`src/bmlp_pkg.sv`:
```
`timescale 1ns / 1ps

package bmlp_pkg;

   localparam int MAX_DIM = 16;
   // Counters must hold MAX_DIM itself.
   localparam int CNT_W   = $clog2(MAX_DIM + 1);

   typedef enum logic [2:0] {
      PH_OPEN,
      PH_AFTER_OPEN,
      PH_ELEM,
      PH_SEP,
      PH_AFTER_ROW,
      PH_TAIL
   } phase_type;

   localparam logic [1:0] ST_NONE  = 2'd0;
   localparam logic [1:0] ST_ELEM  = 2'd1;
   localparam logic [1:0] ST_DONE  = 2'd2;
   localparam logic [1:0] ST_ERROR = 2'd3;

   localparam logic [3:0] E_NONE          = 4'd0;
   localparam logic [3:0] E_NO_OPEN       = 4'd1;
   localparam logic [3:0] E_EMPTY_OPEN    = 4'd2;
   localparam logic [3:0] E_ROW_BRACKET   = 4'd3;
   localparam logic [3:0] E_MISSING_ELEM  = 4'd4;
   localparam logic [3:0] E_BAD_SEP       = 4'd5;
   localparam logic [3:0] E_RAGGED        = 4'd6;
   localparam logic [3:0] E_BAD_AFTER_ROW = 4'd7;
   localparam logic [3:0] E_NOT_SQUARE    = 4'd8;
   localparam logic [3:0] E_TRAILING      = 4'd9;
   localparam logic [3:0] E_TOO_LARGE     = 4'd10;

   localparam logic       CMD_CHAR = 1'b0;
   localparam logic       CMD_END  = 1'b1;

   localparam logic [7:0] CH_OPEN  = 8'h5B;
   localparam logic [7:0] CH_CLOSE = 8'h5D;
   localparam logic [7:0] CH_COMMA = 8'h2C;
   localparam logic [7:0] CH_ZERO  = 8'h30;
   localparam logic [7:0] CH_NINE  = 8'h39;

   typedef struct packed {
      logic [1:0] status;
      logic [7:0] elem_value;
      logic       is_variable;
      logic [3:0] elem_row;
      logic [3:0] elem_col;
      logic [3:0] error_code;
      logic [4:0] matrix_size;
   } result_type;

endpackage

```
`src/bmlp_if.sv`:
```
`timescale 1ns / 1ps

interface bmlp_req_if;
   logic       valid;
   logic       ready;
   logic       cmd;
   logic [7:0] char_in;

   modport source (output valid, output cmd, output char_in, input ready);
   modport sink   (input valid, input cmd, input char_in, output ready);
endinterface

interface bmlp_rsp_if;
   logic       valid;
   logic       ready;
   logic [1:0] status;
   logic [7:0] elem_value;
   logic       is_variable;
   logic [3:0] elem_row;
   logic [3:0] elem_col;
   logic [3:0] error_code;
   logic [4:0] matrix_size;

   modport source (output valid, output status, output elem_value, output is_variable,
                   output elem_row, output elem_col, output error_code,
                   output matrix_size, input ready);
   modport sink   (input valid, input status, input elem_value, input is_variable,
                   input elem_row, input elem_col, input error_code,
                   input matrix_size, output ready);
endinterface

```
`src/bmlp_parser.sv`:
```
`timescale 1ns / 1ps

module bmlp_parser
   import bmlp_pkg::*;
(
   input  logic       clock,
   input  logic       reset,
   input  logic       accept,
   input  logic       cmd,
   input  logic [7:0] char_in,
   output result_type result
);

   phase_type        phase_ff, phase_in;
   logic [3:0]       sticky_ff, sticky_in;
   logic [7:0]       held_ff, held_in;
   logic [CNT_W-1:0] column_ff, column_in;
   logic [CNT_W-1:0] row_ff, row_in;
   logic [CNT_W-1:0] width_ff, width_in;
   logic             known_ff, known_in;

   logic             blank, is_open, is_close, is_comma;
   logic             char_active;
   logic [CNT_W-1:0] len;
   logic [3:0]       err_hit;
   logic [3:0]       end_code;

   assign blank    = (char_in == 8'h20) || (char_in >= 8'h09 && char_in <= 8'h0D);
   assign is_open  = (char_in == CH_OPEN);
   assign is_close = (char_in == CH_CLOSE);
   assign is_comma = (char_in == CH_COMMA);
   assign len      = column_ff + CNT_W'(1);
   assign char_active = (cmd == CMD_CHAR) && (sticky_ff == E_NONE) && !blank;

   // Error raised by the current character, if any.
   always_comb begin
      err_hit = E_NONE;
      case (phase_ff)
         PH_OPEN: begin
            if (!is_open) err_hit = E_NO_OPEN;
         end
         PH_AFTER_OPEN: begin
            if (is_close)     err_hit = E_NOT_SQUARE;
            else if (!is_open) err_hit = E_ROW_BRACKET;
         end
         PH_ELEM: begin
            err_hit = E_NONE;
         end
         PH_SEP: begin
            if (!is_comma && !is_close)                 err_hit = E_BAD_SEP;
            else if (column_ff >= CNT_W'(MAX_DIM))      err_hit = E_TOO_LARGE;
            else if (is_close && known_ff && width_ff != len) err_hit = E_RAGGED;
         end
         PH_AFTER_ROW: begin
            if (is_open) begin
               if (row_ff >= CNT_W'(MAX_DIM)) err_hit = E_TOO_LARGE;
            end else if (!is_close) begin
               err_hit = E_BAD_AFTER_ROW;
            end else if (width_ff != row_ff) begin
               err_hit = E_NOT_SQUARE;
            end
         end
         default: err_hit = E_TRAILING;
      endcase
   end

   // Error reported at end of text when nothing went wrong earlier.
   always_comb begin
      case (phase_ff)
         PH_OPEN:       end_code = E_NO_OPEN;
         PH_AFTER_OPEN: end_code = E_EMPTY_OPEN;
         PH_ELEM:       end_code = E_MISSING_ELEM;
         PH_SEP:        end_code = E_BAD_SEP;
         PH_AFTER_ROW:  end_code = E_BAD_AFTER_ROW;
         default:       end_code = E_NONE;
      endcase
   end

   // Next state.
   always_comb begin
      phase_in  = phase_ff;
      sticky_in = sticky_ff;
      held_in   = held_ff;
      column_in = column_ff;
      row_in    = row_ff;
      width_in  = width_ff;
      known_in  = known_ff;
      if (accept) begin
         if (cmd == CMD_END) begin
            phase_in  = PH_OPEN;
            sticky_in = E_NONE;
            held_in   = '0;
            column_in = '0;
            row_in    = '0;
            width_in  = '0;
            known_in  = 1'b0;
         end else if (char_active) begin
            if (err_hit != E_NONE) begin
               sticky_in = err_hit;
            end else begin
               case (phase_ff)
                  PH_OPEN: begin
                     phase_in = PH_AFTER_OPEN;
                  end
                  PH_AFTER_OPEN: begin
                     column_in = '0;
                     phase_in  = PH_ELEM;
                  end
                  PH_ELEM: begin
                     held_in  = char_in;
                     phase_in = PH_SEP;
                  end
                  PH_SEP: begin
                     if (is_close) begin
                        if (!known_ff) begin
                           width_in = len;
                           known_in = 1'b1;
                        end
                        phase_in  = PH_AFTER_ROW;
                        row_in    = row_ff + CNT_W'(1);
                        column_in = '0;
                     end else begin
                        phase_in  = PH_ELEM;
                        column_in = len;
                     end
                  end
                  PH_AFTER_ROW: begin
                     if (is_open) begin
                        column_in = '0;
                        phase_in  = PH_ELEM;
                     end else begin
                        phase_in = PH_TAIL;
                     end
                  end
                  default: phase_in = phase_ff;
               endcase
            end
         end
      end
   end

   // Result for the item at the input.
   always_comb begin
      logic [3:0] code;
      code   = (sticky_ff != E_NONE) ? sticky_ff : end_code;
      result = '0;
      if (cmd == CMD_END) begin
         if (code == E_NONE) begin
            result.status      = ST_DONE;
            result.matrix_size = 5'(row_ff);
         end else begin
            result.status     = ST_ERROR;
            result.error_code = code;
         end
      end else if (char_active && err_hit != E_NONE) begin
         result.status     = ST_ERROR;
         result.error_code = err_hit;
      end else if (char_active && phase_ff == PH_SEP) begin
         result.status   = ST_ELEM;
         result.elem_row = 4'(row_ff);
         result.elem_col = 4'(column_ff);
         if (held_ff >= CH_ZERO && held_ff <= CH_NINE) begin
            result.elem_value  = held_ff - CH_ZERO;
            result.is_variable = 1'b0;
         end else begin
            result.elem_value  = held_ff;
            result.is_variable = 1'b1;
         end
      end
   end

   always_ff @(posedge clock) begin
      if (reset) begin
         phase_ff  <= PH_OPEN;
         sticky_ff <= E_NONE;
         held_ff   <= '0;
         column_ff <= '0;
         row_ff    <= '0;
         width_ff  <= '0;
         known_ff  <= 1'b0;
      end else begin
         phase_ff  <= phase_in;
         sticky_ff <= sticky_in;
         held_ff   <= held_in;
         column_ff <= column_in;
         row_ff    <= row_in;
         width_ff  <= width_in;
         known_ff  <= known_in;
      end
   end

endmodule

```
`src/bmlp_out_buf.sv`:
```
`timescale 1ns / 1ps

module bmlp_out_buf
   import bmlp_pkg::*;
(
   input  logic       clock,
   input  logic       reset,
   input  logic       push_valid,
   input  result_type push_data,
   output logic       push_ready,
   output logic       pop_valid,
   output result_type pop_data,
   input  logic       pop_ready
);

   logic       main_valid_ff, main_valid_in;
   logic       skid_valid_ff, skid_valid_in;
   result_type main_ff, main_in;
   result_type skid_ff, skid_in;
   logic       push, pop;

   assign push_ready = !skid_valid_ff;
   assign push       = push_valid && push_ready;
   assign pop        = main_valid_ff && pop_ready;
   assign pop_valid  = main_valid_ff;
   assign pop_data   = main_ff;

   always_comb begin
      main_valid_in = main_valid_ff;
      skid_valid_in = skid_valid_ff;
      main_in       = main_ff;
      skid_in       = skid_ff;
      if (pop || !main_valid_ff) begin
         if (skid_valid_ff) begin
            // no push possible while the skid entry is full
            main_in       = skid_ff;
            main_valid_in = 1'b1;
            skid_valid_in = 1'b0;
         end else begin
            main_in       = push_data;
            main_valid_in = push;
         end
      end else if (push) begin
         skid_in       = push_data;
         skid_valid_in = 1'b1;
      end
   end

   always_ff @(posedge clock) begin
      if (reset) begin
         main_valid_ff <= 1'b0;
         skid_valid_ff <= 1'b0;
      end else begin
         main_valid_ff <= main_valid_in;
         skid_valid_ff <= skid_valid_in;
      end
   end

   always_ff @(posedge clock) begin
      main_ff <= main_in;
      skid_ff <= skid_in;
   end

endmodule

```
`src/bracket_matrix_literal_parser_core.sv`:
```
`timescale 1ns / 1ps

// Channel   Dir  Payload                                              Handshake
// req_chan  in   cmd, char_in                                          valid/ready
// rsp_chan  out  status, elem_value, is_variable, elem_row, elem_col,  valid/ready
//                error_code, matrix_size
//
// One request per cycle while req ready is high; one response per request, in the
// cycle after acceptance when the output register is free, else it waits in the skid.
// The per-character decode is a single combinational step on the parser state.
// Responses sit in a two-entry output buffer (register plus skid), so requests
// keep flowing while one response waits; req ready drops only when both are full.
// Reset is synchronous, active high; it empties the buffer and puts the parser
// back to expecting the outer opening bracket.

module bracket_matrix_literal_parser_core
   import bmlp_pkg::*;
(
   input logic       clock,
   input logic       reset,
   bmlp_req_if.sink  req_chan,
   bmlp_rsp_if.source rsp_chan
);

   logic       req_fire;
   logic       buf_ready;
   logic       rsp_valid;
   result_type step_result;
   result_type rsp_data;

   // A request is taken whenever the skid slot is free.
   assign req_chan.ready = buf_ready;
   assign req_fire       = req_chan.valid && buf_ready;

   // State update and response decode for the request at the port.
   bmlp_parser u_parser (
      .clock   (clock),
      .reset   (reset),
      .accept  (req_fire),
      .cmd     (req_chan.cmd),
      .char_in (req_chan.char_in),
      .result  (step_result)
   );

   // Every request produces exactly one response.
   bmlp_out_buf u_out_buf (
      .clock      (clock),
      .reset      (reset),
      .push_valid (req_chan.valid),
      .push_data  (step_result),
      .push_ready (buf_ready),
      .pop_valid  (rsp_valid),
      .pop_data   (rsp_data),
      .pop_ready  (rsp_chan.ready)
   );

   assign rsp_chan.valid       = rsp_valid;
   assign rsp_chan.status      = rsp_data.status;
   assign rsp_chan.elem_value  = rsp_data.elem_value;
   assign rsp_chan.is_variable = rsp_data.is_variable;
   assign rsp_chan.elem_row    = rsp_data.elem_row;
   assign rsp_chan.elem_col    = rsp_data.elem_col;
   assign rsp_chan.error_code  = rsp_data.error_code;
   assign rsp_chan.matrix_size = rsp_data.matrix_size;

endmodule

```
`src/flat_wrapper.sv`:
```
// flat-port wrapper written by rule: the top's interface ports become plain ports
module bracket_matrix_literal_parser_core_flat import bmlp_pkg::*;
  (clock, reset, req_chan_valid, req_chan_cmd, req_chan_char_in, req_chan_ready, rsp_chan_valid, rsp_chan_status, rsp_chan_elem_value, rsp_chan_is_variable, rsp_chan_elem_row, rsp_chan_elem_col, rsp_chan_error_code, rsp_chan_matrix_size, rsp_chan_ready);
  bmlp_req_if req_chan_i ();
  bmlp_rsp_if rsp_chan_i ();
  input logic clock;
  input logic reset;
  input wire logic [$bits(req_chan_i.valid)-1:0] req_chan_valid;
  input wire logic [$bits(req_chan_i.cmd)-1:0] req_chan_cmd;
  input wire logic [$bits(req_chan_i.char_in)-1:0] req_chan_char_in;
  output wire logic [$bits(req_chan_i.ready)-1:0] req_chan_ready;
  output wire logic [$bits(rsp_chan_i.valid)-1:0] rsp_chan_valid;
  output wire logic [$bits(rsp_chan_i.status)-1:0] rsp_chan_status;
  output wire logic [$bits(rsp_chan_i.elem_value)-1:0] rsp_chan_elem_value;
  output wire logic [$bits(rsp_chan_i.is_variable)-1:0] rsp_chan_is_variable;
  output wire logic [$bits(rsp_chan_i.elem_row)-1:0] rsp_chan_elem_row;
  output wire logic [$bits(rsp_chan_i.elem_col)-1:0] rsp_chan_elem_col;
  output wire logic [$bits(rsp_chan_i.error_code)-1:0] rsp_chan_error_code;
  output wire logic [$bits(rsp_chan_i.matrix_size)-1:0] rsp_chan_matrix_size;
  input wire logic [$bits(rsp_chan_i.ready)-1:0] rsp_chan_ready;
  assign req_chan_i.valid = req_chan_valid;
  assign req_chan_i.cmd = req_chan_cmd;
  assign req_chan_i.char_in = req_chan_char_in;
  assign req_chan_ready = req_chan_i.ready;
  assign rsp_chan_valid = rsp_chan_i.valid;
  assign rsp_chan_status = rsp_chan_i.status;
  assign rsp_chan_elem_value = rsp_chan_i.elem_value;
  assign rsp_chan_is_variable = rsp_chan_i.is_variable;
  assign rsp_chan_elem_row = rsp_chan_i.elem_row;
  assign rsp_chan_elem_col = rsp_chan_i.elem_col;
  assign rsp_chan_error_code = rsp_chan_i.error_code;
  assign rsp_chan_matrix_size = rsp_chan_i.matrix_size;
  assign rsp_chan_i.ready = rsp_chan_ready;
  bracket_matrix_literal_parser_core u_core (.clock(clock), .reset(reset), .req_chan(req_chan_i), .rsp_chan(rsp_chan_i));
endmodule
```
`config.mk`:
```
export PLATFORM = sky130hd
export DESIGN_NAME = bracket_matrix_literal_parser_core_flat
export DESIGN_NICKNAME = d
export VERILOG_FILES = /design/src/bmlp_pkg.sv /design/src/bmlp_if.sv /design/src/bmlp_parser.sv /design/src/bmlp_out_buf.sv /design/src/bracket_matrix_literal_parser_core.sv /design/src/flat_wrapper.sv
export SDC_FILE = /design/constraint.sdc
export NUM_CORES = 1
export LEC_CHECK = 0
export BUFFER_PORTS_ARGS = -buffer_cell sky130_fd_sc_hd__buf_2
export CAP_MARGIN = 20
export CORE_MARGIN = 2
export CORE_UTILIZATION = 45
export DETAILED_ROUTE_END_ITERATION = 6
export GPL_ROUTABILITY_DRIVEN = 0
export PLACE_DENSITY_LB_ADDON = 0.25
export SYNTH_ARGS = -nofsm -noshare
export SYNTH_HDL_FRONTEND = slang
export SYNTH_SLANG_ARGS = --single-unit
```
`constraint.sdc`:
```
create_clock -name clock -period 3.87 [get_ports clock]
set_clock_uncertainty 0.2 [all_clocks]
set_input_delay 0.1935 -clock clock [delete_from_list [all_inputs] [get_ports clock]]
set_output_delay 0.1935 -clock clock [all_outputs]
set_load 0.01 [all_outputs]
```
==> impl_metrics.toml <==
[routing]
firstDrtPassIters = 5
post_drt_wl_per_cell_um = 17.4
met1_length_mm = 4.57
drtIter0Drc = 274
via_count = 3513
via_per_inst = 5.86
met3_length_um = 499
drt_wl_total_mm = 10.4
postRouteAntennaNets = 0
wl_met2_mm = 4.89
drc_errors = 0
top_layer = "met4"

[critical_path]
crit_required_ns = 3.79
r2r-start = "u_core.u_parser.phase_ff[0]"
worstPathArrival_ns = 3.04
r2r_cells = 8
rrSetupSlack_ns = 0.75
worstSetupPathType = "register to register"
critPathMaxFanout = 23
critPathLaunchType = "register"
r2r-end = "u_core.u_out_buf.pop_data[13]"
critPathCaptureType = "register"

[pwr]
vdd_ir_drop_max_v = 0.000150
power.density_mw_per_mm2 = 361
power.leakage_nw = 1.82
power.total_mw = 1.84

[status]
run_status = "completed"

[sta]
relSlewSlack_pct = 48.1
hold_slack_ns = 0.0309
worstMarginPinSlew_ns = 0.772
finalSetupViolCount = 0
rsz0062_at_grt = "no"
finalCriticalPeriod_ns = 3.12
fmax_mhz = 321
tns_ns = 0
drv_slew = 0
finalHoldViolCount = 0
period_share_pct = 80.6
post-route-worst-setup-slack_ns = 0.750

[die]
die-area_mm2 = 0.0107
die_y_um = 104
initial_core_util_pct = 46.1
top_level_ports = 43
die_x_um = 104
num_rows = 36
core_area_mm2 = 0.00968

[placement]
dp_hpwl_mm = 7.20
placed_cell_area_mm2 = 0.00481
port_buffers = 42
dp_slack_ns = 0.794
placed_cells = 577

[synthesis]
synth_warnings = 0
synth_flop_cell = "edfxtp_1"
async_reset_ff_share_pct = 0
netlist_instances = 414
yosysUniqueCellTypes = 64
postSynthAreaPerCell_um2 = 10.8
ys_seq_area_share_pct = 52.5
syn_area_mm2 = 0.00446
synth_edf_count = 56
syn_nets = 431
postSynthRegisterBits = 89

[clock_network]
cts_buffers = 9
clk_path_buf_depth = 2
clk_pin_slew_ns = 0.09
clock_latency_ns = 0.36
post_cts_buffers = 0
cts_root_buf = "clkbuf_8"
cts_tree = "yes"
cts_max_level = 3
clock_sinks = 89
cts_resized = 0

[final_layout]
final_cell_mix = "edfxtp_1 (56), buf_2 (42), nor2_1 (36)"
diodes = 0
utilization_pct = 52.6
syn2layout_area_growth_pct = 14.1
fillers = 844
final_area_mm2 = 0.00509
layout_commonest_cell = "edfxtp_1"
final_cell_count_no_fill = 600
drive_above_1_share_pct = 21.4
nNetsFinal = 479

[global_route]
antenna_found_initial = 0
grt_max_degree = 32
overflow = 0
grt_pass1_vias = 3425
grt_pass1_wl_mm = 17.5
grt_use_total_pct = 20.5

[min_path]
hold_path.class = "input port to register"
hold_end = "u_core.u_parser.held_ff[1]"
hold_depth = 3
hp-start = "req_chan_char_in[1]"

[run]
maxCapViolCount = 0
-- layer usage --
layer,vias to the layer above,global-route usage [%]
li1,1652,-
met1,1685,26.9
met2,131,32.2
met3,45,3.08
met4,0,12.1
met5,-,0
-- critical path: stages (launching register included) --
cell and delay [ns]:
dfxtp_1 0.54, nor2b_1 0.28, nand2_1 0.20, nor3_2 0.37, o311ai_4 0.18, o211ai_4 0.51
nor2_1 0.10, buf_4 0.22, a31o_2 0.26
-- cells by family (layout without fill, tap and decap cells) --
family                   Yosys count  in the layout  synth area share, %
AND/OR/NAND/NOR                  152            152                 18.7
AO/OA/AOI/OAI                    108            108                 18.1
flip-flops                        89             89                 52.5
buffers and inverters             31             84                 2.78
multiplexers                      17             17                 4.23
XOR/XNOR                          13             13                 2.55
adder cells (fa/ha/maj)            4              4                 1.12
-- registers in the layout (all words and copies together), names as in the netlist --
register and cells:
u_core.u_out_buf.pop_data 28, u_core.u_out_buf.skid_ff 28, u_core.u_parser.held_ff 8, u_core.u_parser.column_ff 5, u_core.u_parser.row_ff 5, u_core.u_parser.width_ff 5, u_core.u_parser.sticky_ff 4, u_core.u_parser.phase_ff 3
u_core.u_out_buf.pop_valid 1, u_core.u_out_buf.skid_valid_ff 1, u_core.u_parser.known_ff 1
-- power by group --
| group | switching, mW | internal (mW) | leakage (nW) | total (mW) |
|---|---|---|---|---|
| Combinational | 0.0827 | 0.0469 | 0.915 | 0.130 |
| Sequential | 0.00709 | 1.03 | 0.805 | 1.04 |
| Clock | 0.358 | 0.310 | 0.0988 | 0.667 |
| Total | 0.447 | 1.39 | 1.82 | 1.84 |
-- final cells by class --
cell class | count | area [um2] | area share [%]
Multi-Input combinational cell | 294 | 2000 | 39.2
Clock buffer | 9 | 124 | 2.43
Inverter | 12 | 45.0 | 0.885
Clock inverter | 7 | 82.6 | 1.62
Sequential cell | 89 | 2340 | 46.0
Timing Repair Buffer | 56 | 333 | 6.54
Tap cell | 133 | 166 | 3.27
-- cells in the mapped netlist (all sizes together) (2+ instances only) --
cell,number,area [um2]
edfxtp,56,1680
nor2,37,139
dfxtp,33,661
and2,30,188
a21oi,22,118
nand2,22,82.6
o21ai,17,92.6
mux2,15,169
nand3,13,75.1
nor3,13,75.1
a31o,12,105
inv,12,45.0
clkbuf,11,41.3
a31oi,9,56.3
xnor2,9,78.8
a22oi,8,60.1
buf,8,37.5
nand2b,6,37.5
o2bb2ai,6,52.6
o31ai,6,50.1
nor2b,5,31.3
nor4,5,43.8
o211ai,5,51.3
or4,5,37.5
a21o,4,30.0
ha,4,50.1
nand4,4,25.0
xor2,4,35.0
o21a,3,22.5
o311ai,3,43.8
a41oi,2,25.0
and3,2,12.5
mux2i,2,20.0
nor4b,2,17.5
o2111ai,2,23.8
or3,2,12.5
-- worst max-delay path by stage --
stage                                     to  slack, ns                        start
2_1_floorplan    u_core.u_out_buf.skid_ff[0]       0.90   u_core.u_out_buf.pop_valid
3_3_place_gp   u_core.u_out_buf.pop_data[13]       0.88  u_core.u_parser.phase_ff[0]
3_5_place_dp   u_core.u_out_buf.pop_data[13]       0.79  u_core.u_parser.phase_ff[0]
4_1_cts        u_core.u_out_buf.pop_data[13]       0.78  u_core.u_parser.phase_ff[0]
5_1_grt        u_core.u_out_buf.pop_data[14]       0.53  u_core.u_parser.phase_ff[0]
6_report       u_core.u_out_buf.pop_data[13]       0.75  u_core.u_parser.phase_ff[0]
-- timing repair --
| item | CTS | global route |
|---|---|---|
| setup endpoints to repair | 0 | 0 |
| hold buffers | 7 | 0 |
| hold endpoints to repair | 8 | 0 |
Power figures use the tool's default switching activity.
